## config.mk

```make
export PLATFORM = sky130hd
export DESIGN_NAME = rdpd_queue
export DESIGN_NICKNAME = d
export VERILOG_FILES = /design/src/hw/rtl/rdpd_pkg.sv /design/src/hw/rtl/rdpd_queue.sv
export SDC_FILE = /design/constraint.sdc
export NUM_CORES = 1
export LEC_CHECK = 0
export BUFFER_PORTS_ARGS = -buffer_cell sky130_fd_sc_hd__buf_2
export CAP_MARGIN = 15
export CORE_MARGIN = 2
export CORE_UTILIZATION = 48
export CTS_BUF_LIST = sky130_fd_sc_hd__clkbuf_8
export DETAILED_ROUTE_END_ITERATION = 8
export PLACE_DENSITY = 0.77
export SLEW_MARGIN = 20
export SYNTH_ARGS = -nofsm -noshare
export SYNTH_HDL_FRONTEND = slang
export SYNTH_SLANG_ARGS = --single-unit
```

## constraint.sdc

```tcl
create_clock -name clk -period 2.15 [get_ports clk]
set_clock_uncertainty 0.15 [all_clocks]
set_input_delay 0.3225 -clock clk [delete_from_list [all_inputs] [get_ports clk]]
set_output_delay 0.3225 -clock clk [all_outputs]
set_load 0.03 [all_outputs]
```

## src/hw/rtl/rdpd_pkg.sv

```systemverilog
package rdpd_pkg;

  localparam int COORD_BITS = 12;
  localparam int POS_W      = COORD_BITS + 4;
  localparam int RECIP_W    = 24;
  localparam int RAW_W      = 16;
  localparam int OUT_W      = 32;
  localparam int AX_W       = 31;
  localparam int CFG_IDX_W  = 3;
  localparam int CFG_DATA_W = 24;
  localparam int DIV_STEPS  = 41;
  localparam int DIV_CNT_W  = 6;
  localparam int QDEPTH     = 2;
  localparam int QPTR_W     = 1;
  localparam int QCNT_W     = 2;

  typedef enum logic [CFG_IDX_W-1:0] {
    CFG_IMG_WIDTH     = 3'd0,
    CFG_IMG_HEIGHT    = 3'd1,
    CFG_CENTER_X      = 3'd2,
    CFG_CENTER_Y      = 3'd3,
    CFG_RECIP_FOCAL_X = 3'd4,
    CFG_RECIP_FOCAL_Y = 3'd5,
    CFG_DEPTH_SCALE   = 3'd6
  } cfg_index_t;

  typedef enum logic [3:0] {
    BK_IDLE,
    BK_OFFS,
    BK_SQX,
    BK_SQY,
    BK_ROOT,
    BK_DIVLD,
    BK_DIV,
    BK_MLO,
    BK_MHI,
    BK_DONE,
    BK_OUT
  } back_state_t;

  typedef struct packed {
    logic [RAW_W-1:0]      raw;
    logic [COORD_BITS-1:0] col;
    logic [COORD_BITS-1:0] row;
    logic                  frame_end;
  } pix_entry_t;

  typedef struct packed {
    logic [15:0]        center_x;
    logic [15:0]        center_y;
    logic [RECIP_W-1:0] recip_focal_x;
    logic [RECIP_W-1:0] recip_focal_y;
    logic [RECIP_W-1:0] depth_scale;
  } geom_cfg_t;

endpackage

```

## src/hw/rtl/rdpd_queue.sv

```systemverilog
module rdpd_queue import rdpd_pkg::*; (
  input  logic       clk,
  input  logic       rst,
  input  logic       push,
  input  pix_entry_t push_data,
  output logic       full,
  input  logic       pop,
  output pix_entry_t pop_data,
  output logic       empty
);

  pix_entry_t        mem [QDEPTH];
  logic [QPTR_W-1:0] wr_ptr;
  logic [QPTR_W-1:0] rd_ptr;
  logic [QCNT_W-1:0] count;

  assign full     = (count == QCNT_W'(QDEPTH));
  assign empty    = (count == '0);
  assign pop_data = mem[rd_ptr];

  always_ff @(posedge clk) begin
    if (push && !full) begin
      mem[wr_ptr] <= push_data;
    end
  end

  always_ff @(posedge clk) begin
    if (rst) begin
      wr_ptr <= '0;
      rd_ptr <= '0;
      count  <= '0;
    end else begin
      if (push && !full) begin
        wr_ptr <= wr_ptr + 1'b1;
      end
      if (pop && !empty) begin
        rd_ptr <= rd_ptr + 1'b1;
      end
      count <= count + QCNT_W'(push && !full) - QCNT_W'(pop && !empty);
    end
  end

endmodule

```

==> results.ini <==
[outcome]
outcome=finished clean

[timing]
grt_setup_unrepaired=no
tns_ns=0
hold_violations=0
slew_headroom_pct=83.6
finalSetupViolCount=0
drv_slew=0
finalCriticalPeriod_ns=1.95
fmax_mhz=514
period_share_pct=90.5
worst_slack_ns=0.205
worst_pin_slew_ns=0.247

[cells_and_area]
fill_cells=482
drive_gt1_share_pct=56.4
antenna_cells=0
syn_to_final_growth_pct=24.6
final_nets=301

[die]
die_w_um=85.4
coreArea_um2=6390
die_area_um2=7300
initial_core_util_pct=49.8
dieHeight_um=85.4
pin_count=88
rows=29

[place]
routabilityCongestion=0.664
dp_hpwl_um=3260
pre_cts_slack_ns=0.405
place.port_buffers=87

[worst_setup_path]
cpMaxStageDelayCell=mux2_2
worst_path_largest_cell_delay_ns=0.36
path_cells=buf_12 -> mux2_2 -> buf_2
cp_data_required_time_ns=1.68
start_kind=flop
crit_arrival_ns=1.47
crit_type=flop to output port
cp_max_fo=41
cp-end-kind=output port
r2r_slack_ns=0.41

[synthesis]
syn_avg_cell_area_um2=20.5
ys_warn_count=0
yosysSeqAreaShare_pct=80.5
synthCells=155
syn_area_um2=3180
ys_ff_latch=87
syn_nets=202
yosysUniqueCellTypes=21

[detailed_routing]
vias=1681
drtIter0Drc=95
drt_pre_antenna_iters=4
ant_nets=0
routedWlPerCell_um=15.5
routed_via_density=5.00
routed_wl_um=5190
drcViolationCount=0

[clock_network]
cts_tree=yes
ctsHtreeMaxLevel=3
numCtsBuffers=9
clk_path_buf_depth=2
cts.clk_slew.worst_paths_ns=0.08
clk_latency_ns=0.33
root_buffer=clkbuf_8
cts_num_sinks=87
post_cts.repair.setup_buffers=0

[power_and_ir_drop]
peakVddDrop_v=0.000804
leakage_nw=1.52
powerDensity_nw_per_um2=1260

[global_route]
antenna_found_initial=0
grt_pass1_wl_um=7980
grt_usage_pct=14.7
grt_pass1_vias=1664
grt-ovfl-total=0
grt_max_degree=42

[job]
max_cap_violations=0

[worst_hold_path]
hp-class=input port to flop

-- timing repair --
action,in CTS,in global routing
endpoints found under the hold margin,2,4
gates resized for setup,0,0
hold buffers,1,2
-- logic make-up after synthesis --
family / synth area share (%)
and+or+nand+nor: 1.85
buffers and inverters: 1.26
adders and majority gates: 0.786
AOI/OAI and AO/OA: 0.550
muxes: 14.5
DFF: 80.5
xor gates and xnor gates: 0.550
-- critical path: cells and delay by family (launching register included) --
family	cells	cell delay, ns
buffers and inverters	2	0.41
DFF	1	0.34
muxes	1	0.36
-- layout make-up --
cell class / instances / area, um^2 / share of cell area (%)
Inverter: 4 / 18.8 / 0.473
Timing Repair Buffer: 93 / 526 / 13.3
Multi-Input combinational cell: 59 / 581 / 14.6
Clock inverter: 7 / 56.3 / 1.42
Sequential cell: 87 / 2560 / 64.7
Clock buffer: 9 / 124 / 3.12
Tap cell: 77 / 96.3 / 2.43
-- per-layer routing --
metal	track usage [%]	vias to the layer above	share of wire, %
li1	-	797	-
met5	0	-	0
met1	18.3	823	43
met3	4.28	9	5.8
met2	23.8	52	50
met4	6.93	0	1.6
-- report_power, final --
group          internal [mW]  switching [mW]
combinational          0.621            1.10
sequential              2.16          0.0691
clock                  0.519           0.519
total                   3.30            1.69
-- metrics by stage --
step                      hold slack (ns)  utilization [%]  total power, mW  area (um^2)  instances
final                              0.0215             62.1             4.99         3970        336
after global routing              0.00128             62.1             5.22         3970        336
after CTS                         0.00106             61.8             5.05         3950        334
after detailed placement            0.339             58.8             4.01         3750        317
after global placement              0.327             58.8             3.98         3750        317
after floorplan                     0.242                -             3.51         3190        155
-- registers in the layout (all words and copies together), names as in the netlist, named ones only --
name    count
rd_ptr      1
count       2
wr_ptr      1
mem        82
-- cell usage in the layout (no fill, tap or decap), types with 2 or more instances in the layout --
cell	count
dlygate4sd3_1	3
ha_1	2
inv_1	4
edfxtp_1	82
mux2_2	38
mux2_1	3
clkinv_2	3
clkbuf_8	9
buf_12	3
buf_2	87
dfxtp_1	4
nor2_1	4
-- path summary, 6_finish.rpt --
kind | start | to | cells past startpoint
min reg2reg | wr_ptr | wr_ptr | 2
max | flop | pop_data[6] | 3
max reg2reg | count[0] | mem[0][27] | 5
min | push_data[38] | mem[0][38] | 1
-- cells in the mapped netlist --
library cell / instances / share of area [%]
xnor2_1: 1 / 0.28
inv_2: 1 / 0.12
and3_2: 1 / 0.24
nand2b_2: 1 / 0.28
xor2_1: 1 / 0.28
dfxtp_1: 5 / 3.1
buf_2: 5 / 0.79
o21ai_0: 1 / 0.16
and2_1: 1 / 0.20
nand2_1: 1 / 0.12
a21oi_1: 1 / 0.16
nor2b_1: 1 / 0.20
nor2_1: 4 / 0.47
inv_1: 3 / 0.35
ha_1: 2 / 0.79
edfxtp_1: 82 / 77
mux2_2: 38 / 13
nor3_1: 1 / 0.16
o21a_1: 1 / 0.24
or3_1: 1 / 0.20
mux2_1: 3 / 1.1
No activity file was read; power rests on OpenSTA's default activity.
