[config.mk]
export PLATFORM = sky130hd
export DESIGN_NAME = rdpd_front
export DESIGN_NICKNAME = d
export VERILOG_FILES = /design/src/hw/rtl/rdpd_pkg.sv /design/src/hw/rtl/rdpd_front.sv
export SDC_FILE = /design/constraint.sdc
export NUM_CORES = 1
export LEC_CHECK = 0
export BUFFER_PORTS_ARGS = -buffer_cell sky130_fd_sc_hd__buf_2
export CORE_MARGIN = 1.5
export CORE_UTILIZATION = 43
export CTS_CLUSTER_SIZE = 30
export DETAILED_ROUTE_END_ITERATION = 8
export PLACE_DENSITY = 0.67
export SLEW_MARGIN = 10
export SYNTH_ARGS = -nofsm -noshare
export SYNTH_HDL_FRONTEND = slang
export SYNTH_SLANG_ARGS = --single-unit
[constraint.sdc]
create_clock -name clk -period 5 [get_ports clk]
set_input_delay 0.75 -clock clk [delete_from_list [all_inputs] [get_ports clk]]
set_output_delay 0.75 -clock clk [all_outputs]
set_load 0.01 [all_outputs]
[src/hw/rtl/rdpd_pkg.sv]
package rdpd_pkg;

  localparam int COORD_BITS = 12;
  localparam int POS_W      = COORD_BITS + 4;
  localparam int RECIP_W    = 24;
  localparam int RAW_W      = 16;
  localparam int OUT_W      = 32;
  localparam int AX_W       = 31;
  localparam int CFG_IDX_W  = 3;
  localparam int CFG_DATA_W = 24;
  localparam int DIV_STEPS  = 41;
  localparam int DIV_CNT_W  = 6;
  localparam int QDEPTH     = 2;
  localparam int QPTR_W     = 1;
  localparam int QCNT_W     = 2;

  typedef enum logic [CFG_IDX_W-1:0] {
    CFG_IMG_WIDTH     = 3'd0,
    CFG_IMG_HEIGHT    = 3'd1,
    CFG_CENTER_X      = 3'd2,
    CFG_CENTER_Y      = 3'd3,
    CFG_RECIP_FOCAL_X = 3'd4,
    CFG_RECIP_FOCAL_Y = 3'd5,
    CFG_DEPTH_SCALE   = 3'd6
  } cfg_index_t;

  typedef enum logic [3:0] {
    BK_IDLE,
    BK_OFFS,
    BK_SQX,
    BK_SQY,
    BK_ROOT,
    BK_DIVLD,
    BK_DIV,
    BK_MLO,
    BK_MHI,
    BK_DONE,
    BK_OUT
  } back_state_t;

  typedef struct packed {
    logic [RAW_W-1:0]      raw;
    logic [COORD_BITS-1:0] col;
    logic [COORD_BITS-1:0] row;
    logic                  frame_end;
  } pix_entry_t;

  typedef struct packed {
    logic [15:0]        center_x;
    logic [15:0]        center_y;
    logic [RECIP_W-1:0] recip_focal_x;
    logic [RECIP_W-1:0] recip_focal_y;
    logic [RECIP_W-1:0] depth_scale;
  } geom_cfg_t;

endpackage

[src/hw/rtl/rdpd_front.sv]
module rdpd_front import rdpd_pkg::*; (
  input  logic        clk,
  input  logic        rst,
  input  logic [12:0] img_width,
  input  logic [12:0] img_height,
  input  logic        in_valid,
  input  logic [RAW_W-1:0] in_raw,
  output logic        in_ready,
  output logic        push,
  output pix_entry_t  push_data,
  input  logic        full
);

  localparam logic [31:0] CntLimit = 32'(1) << COORD_BITS;

  logic [COORD_BITS-1:0] col_count;
  logic [COORD_BITS-1:0] row_count;
  logic [31:0]           w_clamped;
  logic [31:0]           h_clamped;
  logic                  last_col;
  logic                  last_row;

  // Sizes of zero count as one; sizes above the counter range are clamped to it.
  always_comb begin
    w_clamped = 32'(img_width);
    h_clamped = 32'(img_height);
    if (w_clamped == '0) begin
      w_clamped = 32'd1;
    end else if (w_clamped > CntLimit) begin
      w_clamped = CntLimit;
    end
    if (h_clamped == '0) begin
      h_clamped = 32'd1;
    end else if (h_clamped > CntLimit) begin
      h_clamped = CntLimit;
    end
  end

  assign last_col = 32'(col_count) >= (w_clamped - 32'd1);
  assign last_row = 32'(row_count) >= (h_clamped - 32'd1);

  assign in_ready = !full;
  assign push     = in_valid && !full;

  always_comb begin
    push_data.raw       = in_raw;
    push_data.col       = col_count;
    push_data.row       = row_count;
    push_data.frame_end = last_col && last_row;
  end

  always_ff @(posedge clk) begin
    if (rst) begin
      col_count <= '0;
      row_count <= '0;
    end else if (push) begin
      if (last_col) begin
        col_count <= '0;
        row_count <= last_row ? '0 : row_count + 1'b1;
      end else begin
        col_count <= col_count + 1'b1;
      end
    end
  end

endmodule

==> impl_metrics.json, run 1 <==
{
  "cts_tree": "yes",
  "power_mw": 0.475,
  "syn_inst": 328,
  "status": "completed",
  "clk_pin_slew_ps": 90,
  "vias_per_cell": 5.84,
  "grt_max_degree": 31,
  "cts_hold_buf": 0,
  "cpPeakStageDelay_ps": 390,
  "max_freq_mhz": 218,
  "hold_viol": 0,
  "postCtsSetupRepairBufs": 0,
  "path_class": "input port to output pin",
  "via_count": 2576,
  "grt_util_all_layers": 0.199,
  "htreeDepth": 1,
  "period_share": 0.918,
  "drive_gt1_frac": 0.254,
  "portBuffers": 56,
  "rows": 28,
  "clk_latency_ps": 270,
  "synth_top_area_share": 0.180,
  "die_h_um": 81.8,
  "cts_buffer_depth": 2,
  "end_kind": "output pin",
  "dpl.cell_count": 437,
  "cts_sinks": 24,
  "yosysMostFrequentCell": "ha_1",
  "antenna_found_initial": 0,
  "synthTopCellsByArea": "dfxtp_1 18%, ha_1 14%, buf_4 4.8%",
  "die_area_mm2": 0.00669,
  "ant_nets": 0,
  "place_congestion": 0.885,
  "synth_flop_cell": "dfxtp_1",
  "synthesis.nets": 404,
  "setup_violations": 0,
  "num-fill-cells": 608,
  "grt_first_pass_wirelength_um": 10800,
  "cts_resized": 0,
  "setup-tns-final_ps": 0,
  "avgSynthCellArea_um2": 8.13,
  "place_hpwl_um": 4990,
  "cp_slowest_cell": "a2111oi_1",
  "place_area_mm2": 0.00289,
  "finalMaxSlewViolations": 0,
  "finalClockSkew_ps": 2.75,
  "worstSetupStartpointType": "input port",
  "syn_area_mm2": 0.00267,
  "power.density_mw_per_mm2": 160,
  "yosysSeqAreaShare": 0.180,
  "syn2layout_area_growth_pct": 11.1,
  "crit_fanout": 6,
  "worstHoldPathType": "flip-flop to flip-flop",
  "dp_slack_ps": 387,
  "grt_overflow_total": 0,
  "wl_per_cell_um": 14.6,
  "synthDistinctLibCells": 57,
  "path_cells": "buf_2 > nor4_2 > and2_1 > nand2_1 > nor2_1 > o21ai_0 > ha_1 > nor2b_1 > o21bai_1 > a22oi_1 > ha_1 > a21o_1 > a2111oi_1 > o211ai_1 > nand3_2 > nor3_1 > buf_2",
  "seq_area_um2": 480,
  "max_cap_viol_count": 0,
  "cts_buffers": 3,
  "start_util": 0.448,
  "io_pins": 89,
  "crit_arrival_ps": 3840,
  "synth-seq-cells": 24,
  "worst_slew_pin_slew_ps": 666,
  "p_leak_nw": 1.25,
  "drt_first_pass_iters": 4,
  "synth.largest_area_cell": "dfxtp_1",
  "worstPathRequired_ps": 4250,
  "relSlewSlack": 0.556,
  "netlist_top_cells_count": "30 x ha_1, 29 x nand2_1, 24 x dfxtp_1",
  "grt_pass1_vias": 2428,
  "num_antenna_cells": 0,
  "fin_nets": 443,
  "post-route-min-period_ps": 4590,
  "final_cell_area_mm2": 0.00296,
  "yosysWarningCount": 0,
  "fin_ws_ps": 411,
  "rsz0062_at_grt": "false",
  "synthArstFlopShare": 0,
  "drtIter0Drc": 96,
  "vdd_ir_drop_max_mv": 0.105,
  "finalNonFillerCells": 441,
  "synth_edf_count": 0,
  "fp.dieW_um": 81.8,
  "drt-total-wl_um": 6460,
  "drc_errors": 0,
  "cts-root-buf": "clkbuf_8",
  "core-area_mm2": 0.00596,
  "multiInputGateArea_mm2": 0.00196
}
## path summary, 6_finish.rpt
check,slack (ps),start,to,cells after the start
max reg2reg,2610,row_count[4],row_count[10],8
max,410,img_height[8],push_data[0],17
min reg2reg,520,col_count[0],col_count[0],2
min,520,col_count[0],col_count[0],2
## per-layer routing
layer	GRT usage	vias up	wire (um)
met5	0	-	0
met4	0.0441	0	78
met3	0.0233	8	326
met2	0.364	74	3030
met1	0.247	1199	3020
li1	-	1295	-
## logic make-up (layout without fill, tap and decap cells)
group,Yosys count,in the layout,share of synthesized area
adders and majority gates,30,30,0.141
and+or+nand+nor,129,129,0.285
buffers and inverters,41,79,0.0872
DFF,24,24,0.180
AOI/OAI and AO/OA,89,89,0.258
xor gates and xnor gates,15,15,0.0493
## flip-flops by register name, indices dropped and copies added (netlist names)
register / cells
col_count: 12
row_count: 12
## critical path, delay by kind of cell
kind / cells / cell delay (ps)
AO/OA/AOI/OAI: 6 / 1120
AND/OR/NAND/NOR: 7 / 1090
adder cells (fa/ha/maj): 2 / 580
buffers and inverters: 2 / 290
## layout make-up
type	count	share of cell area
clock inverter	1	0.0101
timing repair buffer	59	0.102
tap	75	0.0317
multi-input combinational	263	0.660
inverter	16	0.0203
clock buffer	3	0.0139
sequential	24	0.162
## report_power, final
part	internal, mW	switching (mW)
logic	0.0442	0.0629
clock network	0.107	0.0681
registers	0.192	0.00117
## cell usage in the layout (no fill, tap or decap), types with 3 or more instances in the layout
cell type and instances:
a211oi_1 8, a21o_1 4, a21oi_1 18, a31oi_1 7, and3_1 4, and4_1 3
buf_2 56, buf_4 3, clkbuf_8 3, dfxtp_1 24, ha_1 30, inv_1 16
nand2_1 29, nand2b_1 4, nand3_1 7, nand4_1 11, nor2_1 19, nor2b_1 7
nor3_1 11, nor3_2 11, nor4_2 3, o211ai_1 4, o21a_1 6, o21ai_0 7
o21ai_1 6, o31ai_1 3, o32ai_1 3, o32ai_2 3, or3_1 11, xnor2_1 6
xor2_1 9
## metrics by stage
step | hold WS [ps] | util
after CTS | 527 | 0.497
final | 519 | 0.498
after floorplan | 517 | -
after global routing | 557 | 0.498
after detailed placement | 512 | 0.486
after global placement | 502 | 0.486
Power figures use the tool's default switching activity.
==> inputs of run 2 (changes only) <==
clock period = 4.3 ns   (was 5 ns; I/O delays follow)
==> run 2 against run 1 <==
Net effect:
- utilization rose by 1.5 points
- global-route usage fell by 0.52 points
- sequential share of layout area fell by 0.47 points
- sequential cell count did not move
- clock skew rose by 2.4 ps
- combinational power rose by 22%
- worst setup slack got worse by 290 ps
- first-iteration DRC count rose by 24%
- register-to-register slack got worse by 740 ps
- via count rose by 2.5%
- non-clock buffer count rose by 8
- critical endpoint unchanged
- largest cell class unchanged
- largest power group unchanged
==> impl_metrics.json, run 2 (synthesis results as in run 1) <==
{
  "status": "completed",
  "final_cell_mix": "56 x buf_2, 30 x ha_1, 29 x nand2_1",
  "fin_util": 0.512,
  "cts_tree": "yes",
  "fin_nets": 451,
  "die_h_um": 81.8,
  "dpl.cell_count": 444,
  "via_count": 2640,
  "portBuffers": 56,
  "wl_per_cell_um": 14.7,
  "clk_latency_ps": 270,
  "p_leak_nw": 1.30,
  "die_area_mm2": 0.00669,
  "relSlewSlack": 0.554,
  "vdd_ir_drop_max_mv": 0.152,
  "syn2layout_area_growth_pct": 14.4,
  "worstHoldPathType": "flip-flop to flip-flop",
  "grt_max_degree": 31,
  "cpPeakStageDelay_ps": 390,
  "drt-total-wl_um": 6620,
  "grt_first_pass_wirelength_um": 10600,
  "place_hpwl_um": 5150,
  "power.density_mw_per_mm2": 183,
  "pwr-share-seq": 0.402,
  "r2r_setup_slack_ps": 1870,
  "antenna_found_initial": 0,
  "worst_slew_pin_slew_ps": 669,
  "grt_overflow_total": 0,
  "worstPathRequired_ps": 3650,
  "finalClockSkew_ps": 5.19,
  "clockPowerShare": 0.362,
  "crit_fanout": 3,
  "max_cap_viol_count": 0,
  "ant_nets": 0,
  "rows": 28,
  "end_kind": "output pin",
  "dp_slack_ps": 20.1,
  "comb_power_share": 0.235,
  "fp.dieW_um": 81.8,
  "hold_viol": 0,
  "place_congestion": 0.847,
  "cts_buffer_depth": 2,
  "power.net_switching_mw": 0.155,
  "cp_slowest_cell": "a2111oi_2",
  "core-area_mm2": 0.00596,
  "swShare": 0.277,
  "vias_per_cell": 5.88,
  "drc_errors": 0,
  "htreeDepth": 1,
  "io_pins": 89,
  "finalNonFillerCells": 449,
  "finalMaxSlewViolations": 0,
  "drive_gt1_frac": 0.278,
  "power_mw": 0.558,
  "cts_buffers": 3,
  "start_util": 0.448,
  "fin_ws_ps": 124,
  "post-route-min-period_ps": 4180,
  "crit_arrival_ps": 3530,
  "final_common_cell": "buf_2",
  "clk_pin_slew_ps": 90,
  "drtIter0Drc": 119,
  "cts_hold_buf": 0,
  "drt_first_pass_iters": 4,
  "path_class": "input port to output pin",
  "period_share": 0.971,
  "worstSetupStartpointType": "input port",
  "num_antenna_cells": 0,
  "p_int_mw": 0.403,
  "cts-root-buf": "clkbuf_8",
  "setup_violations": 0,
  "cts_sinks": 24,
  "max_freq_mhz": 239,
  "reg_top3": "col_count (12), row_count (12)",
  "grt_util_all_layers": 0.194,
  "path_cells": "buf_2 > nor4_4 > and2_4 > nand2_1 > nor2_1 > o21ai_1 > ha_1 > nor2b_1 > o21bai_1 > a22oi_1 > ha_1 > a21o_1 > a2111oi_2 > o211ai_1 > nand3_2 > nor3_1 > buf_2",
  "grt_pass1_vias": 2352
}
[run 2: worst paths after layout]
kind / start / to / depth (start not counted)
setup / recovery: img_height[11] / push_data[0] / 17
hold / removal: col_count[0] / col_count[0] / 2
setup reg to reg: row_count[4] / row_count[10] / 8
hold reg to reg: col_count[0] / col_count[0] / 2
[run 2: power by group through the flow]
stage	Sequential, mW	Combinational [mW]	Clock [mW]
finish	0.224	0.131	0.202
floorplan	0.230	0.0979	0
detailed placement	0.230	0.129	0
global placement	0.230	0.125	0
CTS	0.224	0.129	0.203
global route	0.225	0.147	0.212
[run 2: layout make-up]
cell class                      count  area (um^2)
Clock buffer                        3         41.3
Sequential cell                    24          480
Clock inverter                      1         30.0
Fill cell                         607         2900
Timing Repair Buffer               67          363
Tap cell                           75         93.8
Multi-Input combinational cell    263         1980
Inverter                           16         60.1
[run 2: critical path, delay by kind of cell]
kind                       cells  cell delay [ps]
buffers and inverters          2              280
AOI/OAI and AO/OA              6             1120
adders and majority gates      2              500
and+or+nand+nor                7              970
[run 2: routing by layer]
layer  GRT usage  vias up  wire length, um
met5           0        -                0
met4      0.0271        0               48
met3      0.0244        8              366
met2       0.349       83             3280
met1       0.250     1234             2930
li1            -     1315                -
[run 2: timing repair]
item / in CTS / in global routing
setup buffers: 0 / 1
endpoints found under the setup margin: 0 / 1
hold endpoints to repair: 0 / 0
resized for setup: 0 / 7
[run 2: stage by stage]
step / TNS [ps] / instance area (um^2) / hold WS [ps]
final: 0 / 3050 / 520
after global routing: -69.9 / 3050 / 549
after CTS: 0 / 3020 / 522
after detailed placement: 0 / 2940 / 508
after global placement: 0 / 2940 / 495
after floorplan: 0 / 2670 / 517
